$ cat config.mk
export PLATFORM = sky130hd
export DESIGN_NAME = msb_first_bit_buffer
export DESIGN_NICKNAME = d
export VERILOG_FILES = /design/src/hw/rtl/msbb_pkg.sv /design/src/hw/rtl/msb_first_bit_buffer.sv /design/src/hw/rtl/msbb_ram.sv
export SDC_FILE = /design/constraint.sdc
export NUM_CORES = 2
export LEC_CHECK = 0
export ABC_CLOCK_PERIOD_IN_PS = 9000
export BUFFER_PORTS_ARGS = -buffer_cell sky130_fd_sc_hd__buf_2
export CAP_MARGIN = 25
export CORE_ASPECT_RATIO = 0.6
export CORE_UTILIZATION = 41
export DETAILED_ROUTE_END_ITERATION = 12
export PLACE_DENSITY = 0.68
export SLEW_MARGIN = 30
export SYNTH_ARGS = -nofsm -noshare
export SYNTH_HDL_FRONTEND = slang
export SYNTH_SLANG_ARGS = --single-unit
export TNS_END_PERCENT = 100
$ cat constraint.sdc
create_clock -name clk -period 9 [get_ports clk]
set_input_delay 1.35 -clock clk [delete_from_list [all_inputs] [get_ports clk]]
set_output_delay 1.35 -clock clk [all_outputs]
set_load 0.1 [all_outputs]
$ cat src/hw/rtl/msbb_pkg.sv
`timescale 1ns / 1ps

package msbb_pkg;

    localparam int FIELD_BITS = 32;

    localparam logic [2:0] CMD_GET     = 3'd0;
    localparam logic [2:0] CMD_PUT     = 3'd1;
    localparam logic [2:0] CMD_PUT_BIT = 3'd2;
    localparam logic [2:0] CMD_SKIP    = 3'd3;
    localparam logic [2:0] CMD_REWIND  = 3'd4;

    localparam logic [1:0] CFG_WINDOW_START  = 2'd0;
    localparam logic [1:0] CFG_WINDOW_LENGTH = 2'd1;

    localparam logic [11:0] WIN_LEN_RESET = 12'd2048;

    typedef enum logic [2:0] {
        ST_CLEAR,
        ST_IDLE,
        ST_SETUP,
        ST_REDUCE,
        ST_BYTES,
        ST_ALIGN,
        ST_FINISH
    } msbb_state_t;

endpackage

$ cat src/hw/rtl/msb_first_bit_buffer.sv
`timescale 1ns / 1ps

// Channel   Dir  Fields (tdata, low bit up)
// s_axis    in   command[2:0], bit_count[14:3], write_value[46:15], zero pad [47]
// m_axis    out  read_value[31:0], bits_moved[43:32], at_end[44], zero pad [47:45]
// cfg       in   cfg_we, cfg_index (0 window_start_bit, 1 window_length_bits), cfg_data
//
// Skip, rewind, unknown commands and zero-length moves pass through setup and finish only.
// Get/put pass through setup, reduce (k = modulo steps on the start byte address), bytes
// (nb = bytes touched, 1..5), align (get only) and finish; one byte per cycle through
// the byte-wide store with registered read.
// After reset the store is swept to zero, byte by byte, with s_axis_tready low.
// A finished result waits in the output register while the next transaction is taken.

module msb_first_bit_buffer #(
    parameter int STORE_BYTES = 256
) (
    input  logic        clk,
    input  logic        rst_n,
    input  logic        s_axis_tvalid,
    output logic        s_axis_tready,
    input  logic [47:0] s_axis_tdata,   // command, bit_count, write_value
    output logic        m_axis_tvalid,
    input  logic        m_axis_tready,
    output logic [47:0] m_axis_tdata,   // read_value, bits_moved, at_end
    input  logic        cfg_we,
    input  logic [1:0]  cfg_index,
    input  logic [11:0] cfg_data
);

    localparam int          AW      = $clog2(STORE_BYTES);
    localparam int unsigned SB      = STORE_BYTES;
    localparam logic [AW-1:0] LAST_ADDR = AW'(STORE_BYTES - 1);

    msbb_pkg::msbb_state_t state_reg, state_next;

    logic [10:0] win_start_reg;
    logic [11:0] win_len_reg;
    logic [11:0] cursor_reg, cursor_next;

    logic [2:0]  cmd_reg, cmd_next;
    logic [11:0] count_reg, count_next;
    logic [31:0] value_reg, value_next;

    logic [AW-1:0] clr_addr_reg, clr_addr_next;
    logic [5:0]  n_reg, n_next;
    logic [11:0] moved_reg, moved_next;
    logic [31:0] vl_reg, vl_next;
    logic [31:0] m32_reg, m32_next;
    logic [2:0]  off_reg, off_next;
    logic [9:0]  byte_reg, byte_next;
    logic [9:0]  wr_byte_reg, wr_byte_next;
    logic [2:0]  nb_reg, nb_next;
    logic [5:0]  lsh_reg, lsh_next;
    logic [39:0] wd_reg, wd_next;
    logic [39:0] wm_reg, wm_next;
    logic [39:0] acc_reg, acc_next;
    logic [31:0] res_reg, res_next;
    logic [2:0]  rd_cnt_reg, rd_cnt_next;
    logic [2:0]  done_cnt_reg, done_cnt_next;
    logic        pend_reg, pend_next;

    logic        m_valid_reg, m_valid_next;
    logic [47:0] m_data_reg, m_data_next;

    logic          ram_we;
    logic [AW-1:0] ram_waddr;
    logic [7:0]    ram_wdata;
    logic [AW-1:0] ram_raddr;
    logic [7:0]    ram_rdata;

    // setup arithmetic
    logic        is_field;
    logic [11:0] room;
    logic [5:0]  n_c;
    logic [31:0] val_c;
    logic [5:0]  mv_field;
    logic [11:0] moved_c;
    logic [12:0] base;
    logic [5:0]  span;
    logic        byte_wrap;
    logic [9:0]  byte_inc;
    logic [9:0]  wr_byte_inc;
    logic        issue;
    logic [39:0] t40;
    logic        out_free;

    assign is_field = (cmd_reg == msbb_pkg::CMD_GET) || (cmd_reg == msbb_pkg::CMD_PUT)
                   || (cmd_reg == msbb_pkg::CMD_PUT_BIT);
    assign room  = (cursor_reg >= win_len_reg) ? 12'd0 : (win_len_reg - cursor_reg);
    assign n_c   = (cmd_reg == msbb_pkg::CMD_PUT_BIT) ? 6'd1
                 : ((count_reg > 12'(msbb_pkg::FIELD_BITS)) ? 6'(msbb_pkg::FIELD_BITS)
                                                           : count_reg[5:0]);
    assign val_c = (cmd_reg == msbb_pkg::CMD_PUT_BIT) ? {31'd0, |value_reg} : value_reg;
    assign mv_field = (12'(n_c) < room) ? n_c : room[5:0];
    assign base  = 13'(win_start_reg) + 13'(cursor_reg);
    assign span  = 6'(base[2:0]) + mv_field + 6'd7;
    assign byte_wrap   = 32'(byte_reg) >= SB;
    assign byte_inc    = ((32'(byte_reg) + 32'd1) == SB) ? 10'd0 : (byte_reg + 10'd1);
    assign wr_byte_inc = ((32'(wr_byte_reg) + 32'd1) == SB) ? 10'd0 : (wr_byte_reg + 10'd1);
    assign issue    = rd_cnt_reg < nb_reg;
    assign t40      = acc_reg << lsh_reg;
    assign out_free = !m_valid_reg || m_axis_tready;

    always_comb
    begin
        case (cmd_reg)
            msbb_pkg::CMD_GET, msbb_pkg::CMD_PUT, msbb_pkg::CMD_PUT_BIT:
                moved_c = 12'(mv_field);
            msbb_pkg::CMD_SKIP:
                moved_c = (count_reg < room) ? count_reg : room;
            default:
                moved_c = 12'd0;
        endcase
    end

    msbb_ram #(
        .WIDTH(8),
        .DEPTH(STORE_BYTES)
    ) u_store (
        .clk  (clk),
        .we   (ram_we),
        .waddr(ram_waddr),
        .wdata(ram_wdata),
        .raddr(ram_raddr),
        .rdata(ram_rdata)
    );

    // next state
    always_comb
    begin
        state_next = state_reg;
        case (state_reg)
            msbb_pkg::ST_CLEAR:
            begin
                if (clr_addr_reg == LAST_ADDR)
                begin
                    state_next = msbb_pkg::ST_IDLE;
                end
            end
            msbb_pkg::ST_IDLE:
            begin
                if (s_axis_tvalid)
                begin
                    state_next = msbb_pkg::ST_SETUP;
                end
            end
            msbb_pkg::ST_SETUP:
            begin
                if (is_field && (mv_field != 6'd0))
                begin
                    state_next = msbb_pkg::ST_REDUCE;
                end
                else
                begin
                    state_next = msbb_pkg::ST_FINISH;
                end
            end
            msbb_pkg::ST_REDUCE:
            begin
                if (!byte_wrap)
                begin
                    state_next = msbb_pkg::ST_BYTES;
                end
            end
            msbb_pkg::ST_BYTES:
            begin
                if (pend_reg && (done_cnt_reg == nb_reg - 3'd1))
                begin
                    state_next = (cmd_reg == msbb_pkg::CMD_GET) ? msbb_pkg::ST_ALIGN
                                                                : msbb_pkg::ST_FINISH;
                end
            end
            msbb_pkg::ST_ALIGN:
            begin
                state_next = msbb_pkg::ST_FINISH;
            end
            msbb_pkg::ST_FINISH:
            begin
                if (out_free)
                begin
                    state_next = msbb_pkg::ST_IDLE;
                end
            end
            default:
            begin
                state_next = msbb_pkg::ST_IDLE;
            end
        endcase
    end

    // datapath and outputs
    always_comb
    begin
        s_axis_tready = 1'b0;
        cmd_next      = cmd_reg;
        count_next    = count_reg;
        value_next    = value_reg;
        cursor_next   = cursor_reg;
        clr_addr_next = clr_addr_reg;
        n_next        = n_reg;
        moved_next    = moved_reg;
        vl_next       = vl_reg;
        m32_next      = m32_reg;
        off_next      = off_reg;
        byte_next     = byte_reg;
        wr_byte_next  = wr_byte_reg;
        nb_next       = nb_reg;
        lsh_next      = lsh_reg;
        wd_next       = wd_reg;
        wm_next       = wm_reg;
        acc_next      = acc_reg;
        res_next      = res_reg;
        rd_cnt_next   = rd_cnt_reg;
        done_cnt_next = done_cnt_reg;
        pend_next     = 1'b0;
        m_valid_next  = m_valid_reg && !m_axis_tready;
        m_data_next   = m_data_reg;
        ram_we        = 1'b0;
        ram_waddr     = AW'(wr_byte_reg);
        ram_wdata     = (ram_rdata & ~wm_reg[39:32]) | (wd_reg[39:32] & wm_reg[39:32]);
        ram_raddr     = AW'(byte_reg);

        case (state_reg)
            msbb_pkg::ST_CLEAR:
            begin
                ram_we        = 1'b1;
                ram_waddr     = clr_addr_reg;
                ram_wdata     = 8'd0;
                clr_addr_next = clr_addr_reg + AW'(1);
            end
            msbb_pkg::ST_IDLE:
            begin
                s_axis_tready = 1'b1;
                cmd_next      = s_axis_tdata[2:0];
                count_next    = s_axis_tdata[14:3];
                value_next    = s_axis_tdata[46:15];
            end
            msbb_pkg::ST_SETUP:
            begin
                n_next        = n_c;
                moved_next    = moved_c;
                vl_next       = val_c << (6'd32 - n_c);
                m32_next      = ~(32'hFFFF_FFFF >> mv_field);
                off_next      = base[2:0];
                byte_next     = base[12:3];
                nb_next       = span[5:3];
                lsh_next      = 6'd40 - {span[5:3], 3'b000} + 6'(base[2:0]);
                acc_next      = 40'd0;
                res_next      = 32'd0;
                rd_cnt_next   = 3'd0;
                done_cnt_next = 3'd0;
                if (cmd_reg == msbb_pkg::CMD_REWIND)
                begin
                    cursor_next = 12'd0;
                end
                else
                begin
                    cursor_next = cursor_reg + moved_c;
                end
            end
            msbb_pkg::ST_REDUCE:
            begin
                wd_next = {vl_reg, 8'd0} >> off_reg;
                wm_next = {m32_reg, 8'd0} >> off_reg;
                if (byte_wrap)
                begin
                    byte_next = byte_reg - 10'(STORE_BYTES);
                end
                else
                begin
                    wr_byte_next = byte_reg;
                end
            end
            msbb_pkg::ST_BYTES:
            begin
                if (issue)
                begin
                    byte_next   = byte_inc;
                    rd_cnt_next = rd_cnt_reg + 3'd1;
                end
                pend_next = issue;
                if (pend_reg)
                begin
                    done_cnt_next = done_cnt_reg + 3'd1;
                    if (cmd_reg == msbb_pkg::CMD_GET)
                    begin
                        acc_next = {acc_reg[31:0], ram_rdata};
                    end
                    else
                    begin
                        ram_we       = 1'b1;
                        wd_next      = wd_reg << 8;
                        wm_next      = wm_reg << 8;
                        wr_byte_next = wr_byte_inc;
                    end
                end
            end
            msbb_pkg::ST_ALIGN:
            begin
                res_next = (t40[39:8] & m32_reg) >> (6'd32 - n_reg);
            end
            msbb_pkg::ST_FINISH:
            begin
                if (out_free)
                begin
                    m_valid_next = 1'b1;
                    m_data_next  = {3'd0, (cursor_reg >= win_len_reg), moved_reg, res_reg};
                end
            end
            default:
            begin
                s_axis_tready = 1'b0;
            end
        endcase
    end

    assign m_axis_tvalid = m_valid_reg;
    assign m_axis_tdata  = m_data_reg;

    always_ff @(posedge clk or negedge rst_n)
    begin
        if (!rst_n)
        begin
            state_reg     <= msbb_pkg::ST_CLEAR;
            win_start_reg <= 11'd0;
            win_len_reg   <= msbb_pkg::WIN_LEN_RESET;
            cursor_reg    <= 12'd0;
            clr_addr_reg  <= '0;
            rd_cnt_reg    <= 3'd0;
            done_cnt_reg  <= 3'd0;
            pend_reg      <= 1'b0;
            m_valid_reg   <= 1'b0;
        end
        else
        begin
            state_reg    <= state_next;
            cursor_reg   <= cursor_next;
            clr_addr_reg <= clr_addr_next;
            rd_cnt_reg   <= rd_cnt_next;
            done_cnt_reg <= done_cnt_next;
            pend_reg     <= pend_next;
            m_valid_reg  <= m_valid_next;
            if (cfg_we && (cfg_index == msbb_pkg::CFG_WINDOW_START))
            begin
                win_start_reg <= cfg_data[10:0];
            end
            if (cfg_we && (cfg_index == msbb_pkg::CFG_WINDOW_LENGTH))
            begin
                win_len_reg <= cfg_data;
            end
        end
    end

    always_ff @(posedge clk)
    begin
        cmd_reg     <= cmd_next;
        count_reg   <= count_next;
        value_reg   <= value_next;
        n_reg       <= n_next;
        moved_reg   <= moved_next;
        vl_reg      <= vl_next;
        m32_reg     <= m32_next;
        off_reg     <= off_next;
        byte_reg    <= byte_next;
        wr_byte_reg <= wr_byte_next;
        nb_reg      <= nb_next;
        lsh_reg     <= lsh_next;
        wd_reg      <= wd_next;
        wm_reg      <= wm_next;
        acc_reg     <= acc_next;
        res_reg     <= res_next;
        m_data_reg  <= m_data_next;
    end

endmodule

$ cat src/hw/rtl/msbb_ram.sv
`timescale 1ns / 1ps

module msbb_ram #(
    parameter int WIDTH = 8,
    parameter int DEPTH = 256
) (
    input  logic                     clk,
    input  logic                     we,
    input  logic [$clog2(DEPTH)-1:0] waddr,
    input  logic [WIDTH-1:0]         wdata,
    input  logic [$clog2(DEPTH)-1:0] raddr,
    output logic [WIDTH-1:0]         rdata
);

    logic [WIDTH-1:0] mem [DEPTH];

    always_ff @(posedge clk)
    begin
        if (we)
        begin
            mem[waddr] <= wdata;
        end
        rdata <= mem[raddr];
    end

endmodule

# Word level (Yosys, flattened, before mapping)
# Memories as Yosys holds them, arrays and structs flattened. A register that Yosys moved wholly into a read port is not among the register bits.
# Cells that the tools add are included.
[word_totals]
reg_bits = 412
ram_bits = 2048
input_bits = 67
out_inout_bits = 50
word_cells = 166
memories = 1
[mem_list]
columns = ["name", "words", "word_bits", "rd", "rd_clocked_by_memory_dff", "wr", "line", "text"]
rows = [
  ["u_store.mem", 256, 8, 1, 1, 1, "msbb_ram.sv:15", "logic [WIDTH-1:0] mem [DEPTH];"],
]
[classes]
add_sub_neg = 18
n_lt_le_gt_ge = 6
n_eq_ne = 25
shifts = 6
muxes = 50
bitwise_logic = 6
reduce_logical = 28
[ops]
columns = ["op", "n"]
rows = [
  ["$mux W40", 6],
  ["$pmux W40 S2", 3],
  ["$shr A40 B3 Y40", 2],
  ["$mux W10", 7],
  ["$pmux W32 S2", 1],
  ["$shl A40 B6 Y40", 1],
  ["$mux W12", 3],
  ["$and A32 B32 Y32", 1],
  ["$mux W32", 1],
  ["$not A32 Y32", 1],
  ["$reduce_or A32 Y1", 1],
  ["$shl A32 B6 Y32", 1],
  ["$shr A32 B6 Y32", 1],
  ["$shr A32 B6 Y32 const A", 1],
  ["$pmux W10 S3", 1],
  ["$mux W3", 8],
  ["$pmux W12 S2", 1],
  ["$add A10 B1 Y11 const B", 2],
  ["$eq A11 B9 Y1 const B", 2],
  ["$pmux W3 S7", 1],
  ["$add A10 B1 Y10 const B", 2],
  ["$ne A2 B2 Y1 const B", 10],
  ["$pmux W10 S2", 1],
  ["$mux W6", 3],
  ["44 further kinds", 78],
]

# Logic depth before layout (Yosys ltp)
[logic_depth]
word_depth = 9
depth_mapped = 34
ltp_nobuf = 33

# Hierarchy
# Synthesis repeated with hierarchy kept, for this count alone.
[hier_totals]
cells_unflattened = 6204
hier_area_um2 = 106339.5
[by_module_without_submodules]
columns = ["mod", "instances", "cells_each", "area_per_inst_um2", "seq_area_each_um2"]
rows = [
  ["msbb_ram", 1, 3733, 79556.3, 61659.1],
  ["msb_first_bit_buffer", 1, 2471, 26783.2, 11952.7],
]

# Worst setup path after synthesis
# Ideal clock, no wire load.
[synth_path]
path_type = "register to register"
startpoint = "register state_reg[0]"
endpoint = "memory u_store.mem[0][0], data pin"
setup_time_ns = 1.396
arrival_ns = 7.067
t_required_ns = 7.604
slack_ns = 0.537
path_stages_with_launch = 6
path_buffers = 3
period_less_slack_ns = 8.463
cell_sequence = "dfrtp_1 -> clkbuf_1 -> nor3_1 -> clkbuf_1 -> clkbuf_1 -> nor2_1"
[synth_between]
elab_chain_len = 2
[synth_lines]
columns = ["element", "line", "text"]
rows = [
  ["start, declared", "msb_first_bit_buffer.sv:35", "msbb_pkg::msbb_state_t state_reg, state_next;"],
  ["start signal, assigned", "msb_first_bit_buffer.sv:325", "state_reg <= msbb_pkg::ST_CLEAR;"],
  ["start signal, assigned", "msb_first_bit_buffer.sv:337", "state_reg <= state_next;"],
  ["$logic_not A3 Y1", "msb_first_bit_buffer.sv:224", "case (state_reg)"],
  ["$mux W8", "msb_first_bit_buffer.sv:224", ""],
  ["named net ram_wdata[0]", "msb_first_bit_buffer.sv:68", "logic [7:0] ram_wdata;"],
  ["end, declared", "msbb_ram.sv:15", ""],
]
# The timed path passes the listed nets, and every way through them passes these cells.

# Worst setup path after layout
[layout_path]
startpoint = "register cursor_reg[0]"
endpoint = "register cursor_reg[10]"
[layout_between]
elab_chain_len = 7
elab_cells_between_ends = 10
classes_between = "add/sub: 2; order compare: 3; mux: 5"
[layout_lines]
columns = ["element", "line", "text"]
rows = [
  ["start, declared", "msb_first_bit_buffer.sv:39", "logic [11:0] cursor_reg, cursor_next;"],
  ["start signal, assigned", "msb_first_bit_buffer.sv:338", "cursor_reg <= cursor_next;"],
  ["$sub A12 B12 Y12 or $ge A12 B12 Y1 (tied branches)", "msb_first_bit_buffer.sv:90", "assign room = (cursor_reg >= win_len_reg) ? 12'd0 : (win_len_reg - cursor_reg);"],
  ["$mux W12 (*)", "msb_first_bit_buffer.sv:90", ""],
  ["$lt A12 B12 Y1 or $lt A6 B12 Y1 (tied branches)", "msb_first_bit_buffer.sv:111, msb_first_bit_buffer.sv:95", ""],
  ["$mux W12 or $mux W6 (tied branches)", "msb_first_bit_buffer.sv:111, msb_first_bit_buffer.sv:95", ""],
  ["$pmux W12 S2 (*)", "msb_first_bit_buffer.sv:107", "case (cmd_reg)"],
  ["named net moved_c[1]", "msb_first_bit_buffer.sv:78", "logic [11:0] moved_c;"],
  ["$add A12 B12 Y12 (*)", "msb_first_bit_buffer.sv:259", "cursor_next = cursor_reg + moved_c;"],
  ["$mux W12 (*)", "msb_first_bit_buffer.sv:253", "if (cmd_reg == msbb_pkg::CMD_REWIND)"],
]
# Mark *: on every way through the listed nets, which the timed path passes. The rest lies on a longest branch.
# A chain may end at the register's enable or synchronous reset.

==> impl_results.md <==
- Synth async-reset ratio: 0.02192
- # placed instances: 9728
- Number of synthesized register bits: 2463
- Area of the die: 260600 µm²
- Total design power: 22.20 mW
- CP dominant cell by count: sky130_fd_sc_hd__a21oi_1
- Proportion of total power due to net switching: 0.2046
- Clock tree buffer depth: 4
- Pin count of the biggest net entering global routing: 181
- Clock transition time at the flip-flop clock pins of the worst setup and hold paths: 0.07 ns
- Number of hold-slack violations in the final timing report: 0
- Ys Warns: 0
- Sequential element share of the synthesized area: 0.6946
- Clock network fraction of design power: 0.413
- # H-tree levels: 4
- Int Pwr: 17.66 mW
- Gate count of the mapped netlist: 6488
- Setup slack at placement: 1.453 ns
- Overall routed net length: 273800 µm
- Non-Filler Instances: 10.12k
- Via/cell ratio: 5.992
- Endpoint, Worst Hold: m_axis_tdata[15]$_DFFE_PP_
- Number of pins exceeding their max-slew limit in the final report: 0
- Critical Path AT: 8.49 ns
- Critical path's largest stage delay: 0.50 ns
- Number of clock sinks seen by CTS: 2463
- Worst path slowest cell: sky130_fd_sc_hd__fa_1
- Via Count: 60.65k
- Core occupancy in the finished layout: 0.4568
- Kind of critical path: register to register
- Largest register FFs: 2048
- Detail-routed net length per standard cell: 27.05 µm
- Global-route wire length before repair: 395800 µm
- Unrepaired setup endpoints after global routing: no
- Number of hold buffers added after cts: 0
- Final Skew: 0.07011 ns
- Violation count after the first detailed-route iteration: 8421
- Count of nets left with antenna violations after detail routing: 0
- Ratio of cells with drive above 1 in the final layout: 0.1565
- Placement Rows: 144
- Critical path required time: 9.74 ns
- Static leakage power: 33.72 nW
- EDFF count, synth: 2401
- Transition at the pin with the smallest max-transition slack: 1.079 ns
- Startpoint class of the critical path: register
- Final GP Congestion: 0.9312
- Worst setup margin: 1.255 ns
- Comb pwr share: 0.026
- First drt pass iteration count: 6
- Cell at the root of the clock tree: sky130_fd_sc_hd__clkbuf_16
- Initial antenna violation count: 15
- CTS tree: done
- Count of cells resized by post-cts repair: 0
- Buffers inserted by post-CTS timing repair: 0
- Setup slack on the worst flop-to-flop path: 1.26 ns
- Final setup violation count: 0
- Grt ovf: 0
- Critical path endpoint category: register
- DPL Wire Length: 171200 µm
- Core Region: 256900 µm²
- Number of remaining DRC errors: 0
- Maximum frequency from static timing analysis: 0.1291 GHz
- Cells on Worst Hold Path: 0
- Worst skew pair latency: 0.87 ns
- Post-synthesis cell type count: 90
- Vias in the first global route: 57.34k
- Starting Density: 0.4125
- Port Buffer Count: 112
- Mean Syn Cell Area: 16.33 µm²
- Crit share post-route: 0.8605
- Result of the run: finished, final reports clean
- Synth-to-layout area growth: 10.75%
- Path class of the lowest-slack min-delay path: register to register
- Power density of the placed cells: 189.2 nW/µm²
- Chip height: 395.8 µm
- Worst-case vdd ir drop: 0.0001604 V
- Most used flip-flop cell after synthesis: sky130_fd_sc_hd__edfxtp_1
- Sequential cell fraction of total power: 0.560
- Switching component of the power: 4.543 mW
- GR Util All Layers: 0.2042
- Worst hold path startpoint: res_reg[15]$_SDFFCE_PP0P_
- Sum Neg Setup Slack: 0 ns
- Ports placed on the boundary: 117
- Total Nets Final: 6654
- Cell area after synthesis: 106000 µm²
- Headroom to the max-slew limit: 0.2809
- Count of maximum capacitance violations: 0
- Horizontal die dimension: 658.3 µm
- Path depth of the worst reg2reg path: 33
- Total clock buffers created by CTS: 215
- Reg2reg start: cursor_reg[0]$_DFFE_PN0P_
- Largest fanout on the critical path: 15
- Capture point of the worst reg-to-reg path: cursor_reg[10]$_DFFE_PN0P_
- Period minus WS final: 7.745 ns
worst max-delay path: cells and delay by family, from the launching register on:
family / cells / cell delay (ns)
xor+xnor: 1 / 0.08
flops: 1 / 0.43
fa+ha+maj: 4 / 1.30
compound gates: 17 / 3.82
buf+inv: 5 / 0.74
simple gates: 6 / 1.23
placed cells by master (no fill, tap or decap), types with 23 or more instances in the layout:
| cell type | count |
|---|---|
| sky130_fd_sc_hd__a211oi_1 | 36 |
| sky130_fd_sc_hd__a21oi_1 | 218 |
| sky130_fd_sc_hd__and3_1 | 54 |
| sky130_fd_sc_hd__buf_2 | 112 |
| sky130_fd_sc_hd__buf_4 | 89 |
| sky130_fd_sc_hd__clkbuf_1 | 42 |
| sky130_fd_sc_hd__clkbuf_16 | 218 |
| sky130_fd_sc_hd__clkinv_1 | 60 |
| sky130_fd_sc_hd__clkinv_2 | 36 |
| sky130_fd_sc_hd__dfrtp_1 | 53 |
| sky130_fd_sc_hd__edfxtp_1 | 2401 |
| sky130_fd_sc_hd__ha_1 | 66 |
| sky130_fd_sc_hd__inv_1 | 74 |
| sky130_fd_sc_hd__mux2_2 | 70 |
| sky130_fd_sc_hd__mux2i_1 | 705 |
| sky130_fd_sc_hd__mux4_2 | 389 |
| sky130_fd_sc_hd__nand2_1 | 406 |
| sky130_fd_sc_hd__nand3_1 | 75 |
| sky130_fd_sc_hd__nor2_1 | 462 |
| sky130_fd_sc_hd__nor2b_1 | 27 |
| sky130_fd_sc_hd__nor3_1 | 46 |
| sky130_fd_sc_hd__o21ai_0 | 147 |
| sky130_fd_sc_hd__o221ai_1 | 254 |
| sky130_fd_sc_hd__o22ai_1 | 154 |
| sky130_fd_sc_hd__xnor2_1 | 41 |
| sky130_fd_sc_hd__xor2_1 | 23 |
cells by family after synthesis:
family                   Yosys count  synth area share
flip-flops                      2463            0.6946
AND/OR/NAND/NOR                 1219           0.05033
multiplexers                    1171            0.1580
AO/OA/AOI/OAI                    998           0.06455
buffers and inverters            498           0.01836
adder cells (fa/ha/maj)           69          0.008359
XOR/XNOR                          69          0.005703
other                              1        0.00003539
metrics by stage:
stage | hold WS [ns] | area, µm²
after CTS | 0.4185 | 117200
after global routing | 0.4124 | 117400
after detailed placement | 0.4054 | 110500
after floorplan | 0.4003 | 106000
after global placement | 0.4007 | 110400
final | 0.4182 | 117400
layer usage:
layer,global-route usage,part of all wire
met4,0.03666,0.017
met3,0.07913,0.14
met5,0,0.000099
met1,0.3192,0.45
met2,0.2675,0.40
power groups by stage:
stage          registers (mW)  logic, mW  clock network (mW)
2_1_floorplan            12.7      0.417                   0
3_3_place_gp             12.7      0.563                   0
3_5_place_dp             12.7      0.567                   0
4_1_cts                  12.4      0.570                9.26
5_1_grt                  12.4      0.639                9.69
6_report                 12.4      0.587                9.17
final cells by class:
cell class / instances / area, µm²
tap: 3431 / 4293
clock buffer: 260 / 5613
antenna: 2 / 5.005
inverter: 80 / 307.8
sequential: 2463 / 73610
multi-input combinational: 3529 / 30660
timing repair buffer: 229 / 1748
clock inverter: 128 / 1129
fill: 21818 / 139600
worst max path at each step:
stage / from / to / slack (ns) / depth (start not counted)
floorplan: state_reg[0]$_DFFE_PN0P_ / u_store.mem[0][0]$_DFFE_PP_ / 0.54 / 5
global placement: cursor_reg[0]$_DFFE_PN0P_ / cursor_reg[10]$_DFFE_PN0P_ / 1.45 / 33
detailed placement: cursor_reg[0]$_DFFE_PN0P_ / cursor_reg[10]$_DFFE_PN0P_ / 1.45 / 33
CTS: cursor_reg[0]$_DFFE_PN0P_ / cursor_reg[10]$_DFFE_PN0P_ / 1.44 / 33
global route: cursor_reg[7]$_DFFE_PN0P_ / cursor_reg[11]$_DFFE_PN0P_ / 0.72 / 32
finish: cursor_reg[0]$_DFFE_PN0P_ / cursor_reg[10]$_DFFE_PN0P_ / 1.26 / 33
cells in the mapped netlist, types with 70 or more instances:
cell,n,area [µm²]
sky130_fd_sc_hd__a21oi_1,219,1096
sky130_fd_sc_hd__buf_1,71,266.5
sky130_fd_sc_hd__clkbuf_1,308,1156
sky130_fd_sc_hd__edfxtp_1,2401,72100
sky130_fd_sc_hd__inv_1,77,289.0
sky130_fd_sc_hd__mux2_2,70,788.3
sky130_fd_sc_hd__mux2i_1,705,7057
sky130_fd_sc_hd__mux4_2,389,8761
sky130_fd_sc_hd__nand2_1,409,1535
sky130_fd_sc_hd__nand3_1,75,375.4
sky130_fd_sc_hd__nor2_1,472,1772
sky130_fd_sc_hd__o21ai_0,149,745.7
sky130_fd_sc_hd__o221ai_1,254,2225
sky130_fd_sc_hd__o22ai_1,154,963.4
(Power assumes the default switching activity.)
